[src/fcq_pkg.sv]
`default_nettype none
package fcq_pkg;

    localparam int SAMPLE_W = 16;
    localparam int COEF_W   = 17;
    localparam int FILT_W   = 32;
    localparam int TAP_W    = 6;
    localparam int PROD_W   = SAMPLE_W + COEF_W;
    localparam int Q15_SHIFT = 15;

    typedef logic [1:0]                 action_t;
    typedef logic signed [SAMPLE_W-1:0] sample_t;
    typedef logic signed [COEF_W-1:0]   coef_t;
    typedef logic signed [FILT_W-1:0]   filt_t;
    typedef logic [TAP_W-1:0]           tap_t;

    localparam action_t ACT_FILTER = 2'd0;
    localparam action_t ACT_COEF   = 2'd1;
    localparam action_t ACT_CLEAR  = 2'd2;

    typedef enum logic [2:0] {
        ST_INIT,
        ST_IDLE,
        ST_WRITE,
        ST_RUN,
        ST_DRAIN1,
        ST_DRAIN2,
        ST_CLEAR,
        ST_DONE
    } state_t;

    typedef struct packed {
        logic clear;
        logic data_valid;
    } mac_ctrl_t;

endpackage
`default_nettype wire

[src/fcq_in_if.sv]
`default_nettype none
interface fcq_in_if;
    logic               valid;
    logic               ready;
    fcq_pkg::action_t   action;
    fcq_pkg::sample_t   sample;
    fcq_pkg::tap_t      tap_index;
    fcq_pkg::coef_t     coefficient;

    modport source (output valid, output action, output sample, output tap_index,
                    output coefficient, input ready);
    modport sink (input valid, input action, input sample, input tap_index,
                  input coefficient, output ready);
endinterface
`default_nettype wire

[src/fcq_out_if.sv]
`default_nettype none
interface fcq_out_if;
    logic             valid;
    logic             ready;
    fcq_pkg::filt_t   filtered;

    modport source (output valid, output filtered, input ready);
    modport sink (input valid, input filtered, output ready);
endinterface
`default_nettype wire

[src/fcq_ram.sv]
`default_nettype none
module fcq_ram #(
    parameter int WIDTH = 16,
    parameter int DEPTH = 64,
    localparam int ADDR_W = (DEPTH > 1) ? $clog2(DEPTH) : 1
) (
    input  wire logic              clk,
    input  wire logic              wr_en,
    input  wire logic [ADDR_W-1:0] wr_addr,
    input  wire logic [WIDTH-1:0]  wr_data,
    input  wire logic [ADDR_W-1:0] rd_addr,
    output logic      [WIDTH-1:0]  rd_data
);

    logic [WIDTH-1:0] mem [DEPTH];

    always_ff @(posedge clk)
    begin
        if (wr_en)
        begin
            mem[wr_addr] <= wr_data;
        end
        rd_data <= mem[rd_addr];
    end

endmodule
`default_nettype wire

[src/fcq_mac.sv]
`default_nettype none
module fcq_mac (
    input  wire logic                clk,
    input  wire logic                rst_n,
    input  wire fcq_pkg::mac_ctrl_t  ctrl,
    input  wire fcq_pkg::coef_t      coef,
    input  wire fcq_pkg::sample_t    sample,
    output fcq_pkg::filt_t           acc
);

    logic signed [fcq_pkg::PROD_W-1:0] prod_reg;
    logic signed [fcq_pkg::PROD_W-1:0] prod_next;
    logic                              prod_valid_reg;
    fcq_pkg::filt_t                    acc_reg;
    fcq_pkg::filt_t                    acc_next;
    fcq_pkg::filt_t                    prod_shifted;

    assign prod_next = coef * sample;

    // arithmetic shift by 15, sign-extended to the accumulator width
    assign prod_shifted = fcq_pkg::filt_t'(prod_reg >>> fcq_pkg::Q15_SHIFT);

    always_comb
    begin
        acc_next = acc_reg;
        if (ctrl.clear)
        begin
            acc_next = '0;
        end
        else if (prod_valid_reg)
        begin
            acc_next = acc_reg + prod_shifted;
        end
    end

    always_ff @(posedge clk or negedge rst_n)
    begin
        if (!rst_n)
        begin
            prod_valid_reg <= 1'b0;
            acc_reg        <= '0;
        end
        else
        begin
            prod_valid_reg <= ctrl.data_valid;
            acc_reg        <= acc_next;
        end
    end

    always_ff @(posedge clk)
    begin
        prod_reg <= prod_next;
    end

    assign acc = acc_reg;

endmodule
`default_nettype wire

[src/fcq_seq.sv]
`default_nettype none
module fcq_seq #(
    parameter int TAPS = 64,
    localparam int AW = (TAPS > 1) ? $clog2(TAPS) : 1
) (
    input  wire logic               clk,
    input  wire logic               rst_n,
    fcq_in_if.sink                  items,
    fcq_out_if.source               results,
    output logic                    hist_wr_en,
    output logic [AW-1:0]           hist_wr_addr,
    output fcq_pkg::sample_t        hist_wr_data,
    output logic [AW-1:0]           hist_rd_addr,
    output logic                    coef_wr_en,
    output logic [AW-1:0]           coef_wr_addr,
    output fcq_pkg::coef_t          coef_wr_data,
    output logic [AW-1:0]           coef_rd_addr,
    output fcq_pkg::mac_ctrl_t      mac_ctrl,
    input  wire fcq_pkg::filt_t     acc
);

    localparam logic [AW-1:0] LAST_POS = AW'(TAPS - 1);

    fcq_pkg::state_t  state_reg, state_next;
    logic [AW-1:0]    cnt_reg, cnt_next;
    logic [AW-1:0]    pos_reg, pos_next;
    logic [AW-1:0]    idx_reg, idx_next;
    logic             issue_reg, issue_next;
    fcq_pkg::sample_t lat_sample_reg;
    logic             lat_filter_reg;
    logic             out_valid_reg, out_valid_next;
    fcq_pkg::filt_t   out_filtered_reg;

    logic             accept;
    logic             cnt_last;
    logic             tap_ok;
    logic [31:0]      tap_wide;
    logic             out_load;
    logic [AW-1:0]    cnt_inc;
    logic [AW-1:0]    pos_dec;
    logic [AW-1:0]    idx_inc;

    assign accept   = (state_reg == fcq_pkg::ST_IDLE) && items.valid;
    assign cnt_last = (cnt_reg == LAST_POS);
    assign cnt_inc  = cnt_last ? '0 : cnt_reg + 1'b1;
    assign pos_dec  = (pos_reg == '0) ? LAST_POS : pos_reg - 1'b1;
    assign idx_inc  = (idx_reg == LAST_POS) ? '0 : idx_reg + 1'b1;
    assign tap_wide = 32'(items.tap_index);
    assign tap_ok   = (tap_wide < 32'(TAPS));
    assign out_load = (state_reg == fcq_pkg::ST_DONE) && (!out_valid_reg || results.ready);

    always_comb
    begin
        state_next = state_reg;
        unique case (state_reg)
            fcq_pkg::ST_INIT:
            begin
                if (cnt_last)
                begin
                    state_next = fcq_pkg::ST_IDLE;
                end
            end
            fcq_pkg::ST_IDLE:
            begin
                if (items.valid)
                begin
                    unique case (items.action)
                        fcq_pkg::ACT_FILTER: state_next = fcq_pkg::ST_WRITE;
                        fcq_pkg::ACT_CLEAR:  state_next = fcq_pkg::ST_CLEAR;
                        default:             state_next = fcq_pkg::ST_DONE;
                    endcase
                end
            end
            fcq_pkg::ST_WRITE:  state_next = fcq_pkg::ST_RUN;
            fcq_pkg::ST_RUN:
            begin
                if (cnt_last)
                begin
                    state_next = fcq_pkg::ST_DRAIN1;
                end
            end
            fcq_pkg::ST_DRAIN1: state_next = fcq_pkg::ST_DRAIN2;
            fcq_pkg::ST_DRAIN2: state_next = fcq_pkg::ST_DONE;
            fcq_pkg::ST_CLEAR:
            begin
                if (cnt_last)
                begin
                    state_next = fcq_pkg::ST_DONE;
                end
            end
            fcq_pkg::ST_DONE:
            begin
                if (out_load)
                begin
                    state_next = fcq_pkg::ST_IDLE;
                end
            end
            default:            state_next = fcq_pkg::ST_INIT;
        endcase
    end

    always_comb
    begin
        items.ready         = 1'b0;
        hist_wr_en          = 1'b0;
        hist_wr_addr        = pos_reg;
        hist_wr_data        = lat_sample_reg;
        hist_rd_addr        = idx_reg;
        coef_wr_en          = 1'b0;
        coef_wr_addr        = tap_wide[AW-1:0];
        coef_wr_data        = items.coefficient;
        coef_rd_addr        = cnt_reg;
        mac_ctrl.clear      = 1'b0;
        mac_ctrl.data_valid = issue_reg;
        cnt_next            = cnt_reg;
        pos_next            = pos_reg;
        idx_next            = idx_reg;
        issue_next          = 1'b0;
        unique case (state_reg)
            fcq_pkg::ST_INIT:
            begin
                // zero both memories after reset
                hist_wr_en   = 1'b1;
                hist_wr_addr = cnt_reg;
                hist_wr_data = '0;
                coef_wr_en   = 1'b1;
                coef_wr_addr = cnt_reg;
                coef_wr_data = '0;
                cnt_next     = cnt_inc;
            end
            fcq_pkg::ST_IDLE:
            begin
                items.ready = 1'b1;
                if (accept)
                begin
                    cnt_next = '0;
                    if (items.action == fcq_pkg::ACT_FILTER)
                    begin
                        pos_next = pos_dec;
                    end
                    // out-of-range tap writes are dropped
                    coef_wr_en = (items.action == fcq_pkg::ACT_COEF) && tap_ok;
                end
            end
            fcq_pkg::ST_WRITE:
            begin
                hist_wr_en     = 1'b1;
                idx_next       = pos_reg;
                cnt_next       = '0;
                mac_ctrl.clear = 1'b1;
            end
            fcq_pkg::ST_RUN:
            begin
                issue_next = 1'b1;
                idx_next   = idx_inc;
                cnt_next   = cnt_inc;
            end
            fcq_pkg::ST_CLEAR:
            begin
                hist_wr_en   = 1'b1;
                hist_wr_addr = cnt_reg;
                hist_wr_data = '0;
                cnt_next     = cnt_inc;
            end
            default:
            begin
            end
        endcase
    end

    always_comb
    begin
        out_valid_next = out_valid_reg;
        if (out_load)
        begin
            out_valid_next = 1'b1;
        end
        else if (results.ready)
        begin
            out_valid_next = 1'b0;
        end
    end

    always_ff @(posedge clk or negedge rst_n)
    begin
        if (!rst_n)
        begin
            state_reg     <= fcq_pkg::ST_INIT;
            cnt_reg       <= '0;
            pos_reg       <= '0;
            idx_reg       <= '0;
            issue_reg     <= 1'b0;
            out_valid_reg <= 1'b0;
        end
        else
        begin
            state_reg     <= state_next;
            cnt_reg       <= cnt_next;
            pos_reg       <= pos_next;
            idx_reg       <= idx_next;
            issue_reg     <= issue_next;
            out_valid_reg <= out_valid_next;
        end
    end

    always_ff @(posedge clk)
    begin
        if (accept)
        begin
            lat_sample_reg <= items.sample;
            lat_filter_reg <= (items.action == fcq_pkg::ACT_FILTER);
        end
        if (out_load)
        begin
            out_filtered_reg <= lat_filter_reg ? acc : '0;
        end
    end

    assign results.valid    = out_valid_reg;
    assign results.filtered = out_filtered_reg;

endmodule
`default_nettype wire

[src/fir_filter_circular_q15.sv]
// channel   dir   fields                                      request accepted when
// items     in    action, sample, tap_index, coefficient     valid && ready
// results   out   filtered                                    valid && ready
//
// a filter request does one history write, then one shared multiply-accumulate stepping
// through a tap per cycle (read, product, accumulate), fed by the history and coefficient
// memories.
// a coefficient write is made as the request is accepted; a history clear sweeps one entry a cycle.
// after reset both memories are zeroed, entry by entry, before the first request is taken.
// a finished result waits in the output register; the next request is taken meanwhile.
`default_nettype none
module fir_filter_circular_q15 #(
    parameter int TAPS = 64
) (
    input  wire logic   clk,
    input  wire logic   rst_n,
    fcq_in_if.sink      items,
    fcq_out_if.source   results
);

    localparam int AW = (TAPS > 1) ? $clog2(TAPS) : 1;

    logic                hist_wr_en;
    logic [AW-1:0]       hist_wr_addr;
    fcq_pkg::sample_t    hist_wr_data;
    logic [AW-1:0]       hist_rd_addr;
    fcq_pkg::sample_t    hist_rd_data;
    logic                coef_wr_en;
    logic [AW-1:0]       coef_wr_addr;
    fcq_pkg::coef_t      coef_wr_data;
    logic [AW-1:0]       coef_rd_addr;
    fcq_pkg::coef_t      coef_rd_data;
    fcq_pkg::mac_ctrl_t  mac_ctrl;
    fcq_pkg::filt_t      acc;

    fcq_ram #(
        .WIDTH (fcq_pkg::SAMPLE_W),
        .DEPTH (TAPS)
    ) u_hist_ram (
        .clk     (clk),
        .wr_en   (hist_wr_en),
        .wr_addr (hist_wr_addr),
        .wr_data (hist_wr_data),
        .rd_addr (hist_rd_addr),
        .rd_data (hist_rd_data)
    );

    fcq_ram #(
        .WIDTH (fcq_pkg::COEF_W),
        .DEPTH (TAPS)
    ) u_coef_ram (
        .clk     (clk),
        .wr_en   (coef_wr_en),
        .wr_addr (coef_wr_addr),
        .wr_data (coef_wr_data),
        .rd_addr (coef_rd_addr),
        .rd_data (coef_rd_data)
    );

    fcq_seq #(
        .TAPS (TAPS)
    ) u_seq (
        .clk          (clk),
        .rst_n        (rst_n),
        .items        (items),
        .results      (results),
        .hist_wr_en   (hist_wr_en),
        .hist_wr_addr (hist_wr_addr),
        .hist_wr_data (hist_wr_data),
        .hist_rd_addr (hist_rd_addr),
        .coef_wr_en   (coef_wr_en),
        .coef_wr_addr (coef_wr_addr),
        .coef_wr_data (coef_wr_data),
        .coef_rd_addr (coef_rd_addr),
        .mac_ctrl     (mac_ctrl),
        .acc          (acc)
    );

    fcq_mac u_mac (
        .clk    (clk),
        .rst_n  (rst_n),
        .ctrl   (mac_ctrl),
        .coef   (coef_rd_data),
        .sample (hist_rd_data),
        .acc    (acc)
    );

endmodule
`default_nettype wire
[src/flat_wrapper.sv]
// flat-port wrapper written by rule: the top's interface ports become plain ports
module fir_filter_circular_q15_flat 
#(
    parameter int TAPS = 64
)
  (clk, rst_n, items_valid, items_action, items_sample, items_tap_index, items_coefficient, items_ready, results_valid, results_filtered, results_ready);
  fcq_in_if items_i ();
  fcq_out_if results_i ();
  input  wire logic clk;
  input  wire logic rst_n;
  input wire logic [$bits(items_i.valid)-1:0] items_valid;
  input wire logic [$bits(items_i.action)-1:0] items_action;
  input wire logic [$bits(items_i.sample)-1:0] items_sample;
  input wire logic [$bits(items_i.tap_index)-1:0] items_tap_index;
  input wire logic [$bits(items_i.coefficient)-1:0] items_coefficient;
  output wire logic [$bits(items_i.ready)-1:0] items_ready;
  output wire logic [$bits(results_i.valid)-1:0] results_valid;
  output wire logic [$bits(results_i.filtered)-1:0] results_filtered;
  input wire logic [$bits(results_i.ready)-1:0] results_ready;
  assign items_i.valid = items_valid;
  assign items_i.action = items_action;
  assign items_i.sample = items_sample;
  assign items_i.tap_index = items_tap_index;
  assign items_i.coefficient = items_coefficient;
  assign items_ready = items_i.ready;
  assign results_valid = results_i.valid;
  assign results_filtered = results_i.filtered;
  assign results_i.ready = results_ready;
  fir_filter_circular_q15 #(.TAPS(TAPS)) u_core (.clk(clk), .rst_n(rst_n), .items(items_i), .results(results_i));
endmodule
[config.mk]
export PLATFORM = sky130hd
export DESIGN_NAME = fir_filter_circular_q15_flat
export DESIGN_NICKNAME = d
export VERILOG_FILES = /design/src/fcq_pkg.sv /design/src/fcq_in_if.sv /design/src/fcq_out_if.sv /design/src/fcq_ram.sv /design/src/fcq_mac.sv /design/src/fcq_seq.sv /design/src/fir_filter_circular_q15.sv /design/src/flat_wrapper.sv
export SDC_FILE = /design/constraint.sdc
export NUM_CORES = 2
export LEC_CHECK = 0
export ABC_AREA = 1
export BUFFER_PORTS_ARGS = -buffer_cell sky130_fd_sc_hd__buf_2
export CAP_MARGIN = 20
export CORE_MARGIN = 1.5
export CORE_UTILIZATION = 51
export CTS_CLUSTER_SIZE = 12
export DETAILED_ROUTE_END_ITERATION = 16
export HOLD_SLACK_MARGIN = 0.05
export PLACE_DENSITY_LB_ADDON = 0.08
export SLEW_MARGIN = 40
export SYNTH_ARGS = -nofsm -noshare
export SYNTH_HDL_FRONTEND = slang
export SYNTH_SLANG_ARGS = --single-unit
[constraint.sdc]
create_clock -name clk -period 6.6 [get_ports clk]
set_input_delay 0.66 -clock clk [delete_from_list [all_inputs] [get_ports clk]]
set_output_delay 0.66 -clock clk [all_outputs]
set_load 0.1 [all_outputs]
==> impl_metrics.ini <==
[run_status]
status = finished clean

[floorplan]
ios = 79
die-height_um = 454
die-area_um2 = 206000
start_util_pct = 51.4
core-area_um2 = 202000
die_width_um = 454
rows = 165

[logic_synthesis]
async_reset_ff_share_pct = 2.47
ys_types = 46
yosysWarnings = 0
synth_top_area_share_pct = 62.5
syn_inst = 9596
synth_fp_nets = 10033
ys_ff_latch = 2268
synth_ff_type = edfxtp_1
avgSynthCellArea_um2 = 10.8
yosys.area.top_type = edfxtp_1
synth_seq_area_share_pct = 64.8
synth_edf_count = 2161
netlist_top_cells_area = edfxtp_1, nand2_1, fa_1
synthesis.area_um2 = 104000

[timing]
setup_ws_ps = 728
hold_viol_final = 0
post-route-period-util_pct = 89.0
layout_min_cycle_time_ps = 5870
rsz0062_at_grt = false
skew_ps = 63.0
fmax_mhz = 170
tightest_slew_ps = 936
setup_viol_count_final = 0
slew_headroom_pct = 37.4
final_max_slew_viol_count = 0
tns_ps = 0

[worst_setup_path]
startpoint_type = register
crit_fanout = 16
reg2reg_from = u_core.u_coef_ram.rd_data[16]
crit_path_start = u_core.u_coef_ram.rd_data[16]
critical_path_class = reg -> reg
r2r_cells = 19
crit_required_ps = 7370
endpoint_kind = register
arrival_ps = 6650

[clock_network]
post_cts_resized = 0
cts_setup_buffers = 0
root_buffer = clkbuf_16
clock-sinks = 2268
htree_levels = 4
cts_made_buffers = 232
clockBufferDepth = 3
cts.clk_slew.worst_paths_ps = 60
cts_tree = yes
clock_latency_ps = 880

[global_routing]
antenna_found_initial = 6
grt_first_pass_wirelength_mm = 429
grt_pass1_vias = 67635
track_usage_pct = 27.7
grt_max_degree = 193
grt_overflow = 0

[placed_design]
hpwl_mm = 167
place_congestion = 0.885
pre_cts_slack_ps = 695
portBuffers = 78

[worst_hold_path]
hp-class = in -> reg
min_path_cells = 3
hp-start = items_coefficient[14]

[cells_and_area]
top_regs = u_core.u_coef_ram.mem: 1088 flops, u_core.u_hist_ram.mem: 1024 flops
diodes = 0
largest_register_ffs = 1088
max_flop_register = u_core.u_coef_ram.mem
seqCellArea_um2 = 67300
syn_to_final_growth_pct = 10.7
finalNetCount = 10078
multi_input_area_um2 = 31700
drive_above_1_share_pct = 7.30
fillCellCount = 16954

[detailed_routing]
vias_per_cell = 5.61
postRouteWirelength_mm = 287
ant_nets = 0
first_pass_iters = 6
avgRoutedWirePerCell_um = 22.9
first_iter_violations = 7218
drc = 0
dr_total_vias = 70036

[flow_run]
maxCapViolCount = 0
layout make-up:
class / count / area share [%]
clock buffer: 318 / 5.35
inverter: 799 / 2.65
tap: 2672 / 2.91
multi-input combinational: 6010 / 27.6
sequential: 2268 / 58.5
clock inverter: 95 / 0.713
timing repair buffer: 330 / 2.26
cells in the final DEF (no fill, tap or decap), types with 31 or more instances in the layout:
master / instances
nand2_1: 2389
edfxtp_1: 2161
nand3_1: 1094
nor2_1: 1029
inv_1: 779
o21ai_0: 615
fa_1: 276
clkbuf_16: 232
buf_4: 211
o211ai_1: 132
a21oi_1: 122
ha_1: 116
clkbuf_1: 84
buf_2: 77
dfxtp_1: 50
dfrtp_1: 48
clkinv_1: 44
nor2_4: 35
or2_2: 31
synth_stat cells (2+ instances only):
cell / n
edfxtp_1: 2161
o211ai_1: 132
buf_4: 10
ha_1: 116
a22oi_1: 5
o21a_1: 4
o21ai_1: 7
or2_1: 6
a32o_1: 2
nor2_1: 1070
clkinv_1: 5
buf_6: 3
nand4_1: 26
xor2_1: 11
nor4_1: 3
o21ai_2: 8
and2_1: 6
o21bai_1: 10
or2_2: 31
buf_1: 51
xnor2_1: 4
nand2b_1: 2
a21oi_1: 122
nor3_1: 15
nand3b_1: 7
a31oi_1: 3
inv_1: 782
nand4_2: 2
nand3_1: 1094
a21o_1: 3
fa_1: 276
nand2_1: 2389
dfrtp_1: 56
clkbuf_1: 348
o21ai_0: 615
nor2_2: 3
o22ai_1: 28
nand2_2: 4
dfxtp_1: 51
buf_2: 107
inv_2: 12
a21boi_0: 2
metal layers:
layer  up-vias  track usage [%]  wire length [um]
met3       475             3.58             18900
met1     34557             39.0            122000
met4         4             9.33              9670
met2      2509             44.5            136000
met5         -                0                27
li1      32491                -                 -
stage by stage:
step | instances | util [%] | area (um2) | hold WS (ps)
final | 12492 | 56.8 | 115000 | 199
after global routing | 12492 | 56.8 | 115000 | 173
after CTS | 12488 | 56.8 | 115000 | 135
after detailed placement | 12058 | 53.3 | 108000 | 335
after global placement | 12055 | 53.2 | 108000 | 339
after floorplan | 9596 | - | 104000 | 331
repair_timing:
action | in CTS | in global routing
endpoints found under the hold margin | 72 | 0
hold buffers | 17 | 0
setup endpoints to repair | 0 | 0
worst paths after layout:
path                                                 end  slack, ps
max in group asynchronous   u_core.u_seq.hist_rd_addr[1]       5720
max reg2reg                    u_core.u_mac.prod_reg[32]        730
min                        u_core.u_coef_ram.mem[56][14]        200
min reg2reg                  u_core.u_mac.prod_valid_reg        350
min in group asynchronous           u_core.u_mac.acc[31]        360
max                            u_core.u_mac.prod_reg[32]        730
critical path, stage by stage, from the launching register on:
cell and delay [ps]:
dfxtp_1 700, nand2_1 190, inv_1 150, fa_1 560, fa_1 690, fa_1 580
inv_1 50, fa_1 560, fa_1 430, fa_1 500, inv_1 40, ha_1 350
a21oi_1 270, o21ai_0 170, nand2_1 80, nand3_1 60, a21oi_1 170, nand2_1 80
nand2_1 80, nand2_1 50
cell families after synthesis:
family	Yosys count	share of synthesized area (%)
AO/OA/AOI/OAI	944	5.01
buffers and inverters	1318	4.95
adder cells (fa/ha/maj)	392	6.72
AND/OR/NAND/NOR	4659	18.4
flip-flops	2268	64.8
XOR/XNOR	15	0.126
Power is left out: the tool's default activity adds up to more than one toggle a clock period on the data nets, which glitch-free logic cannot reach.
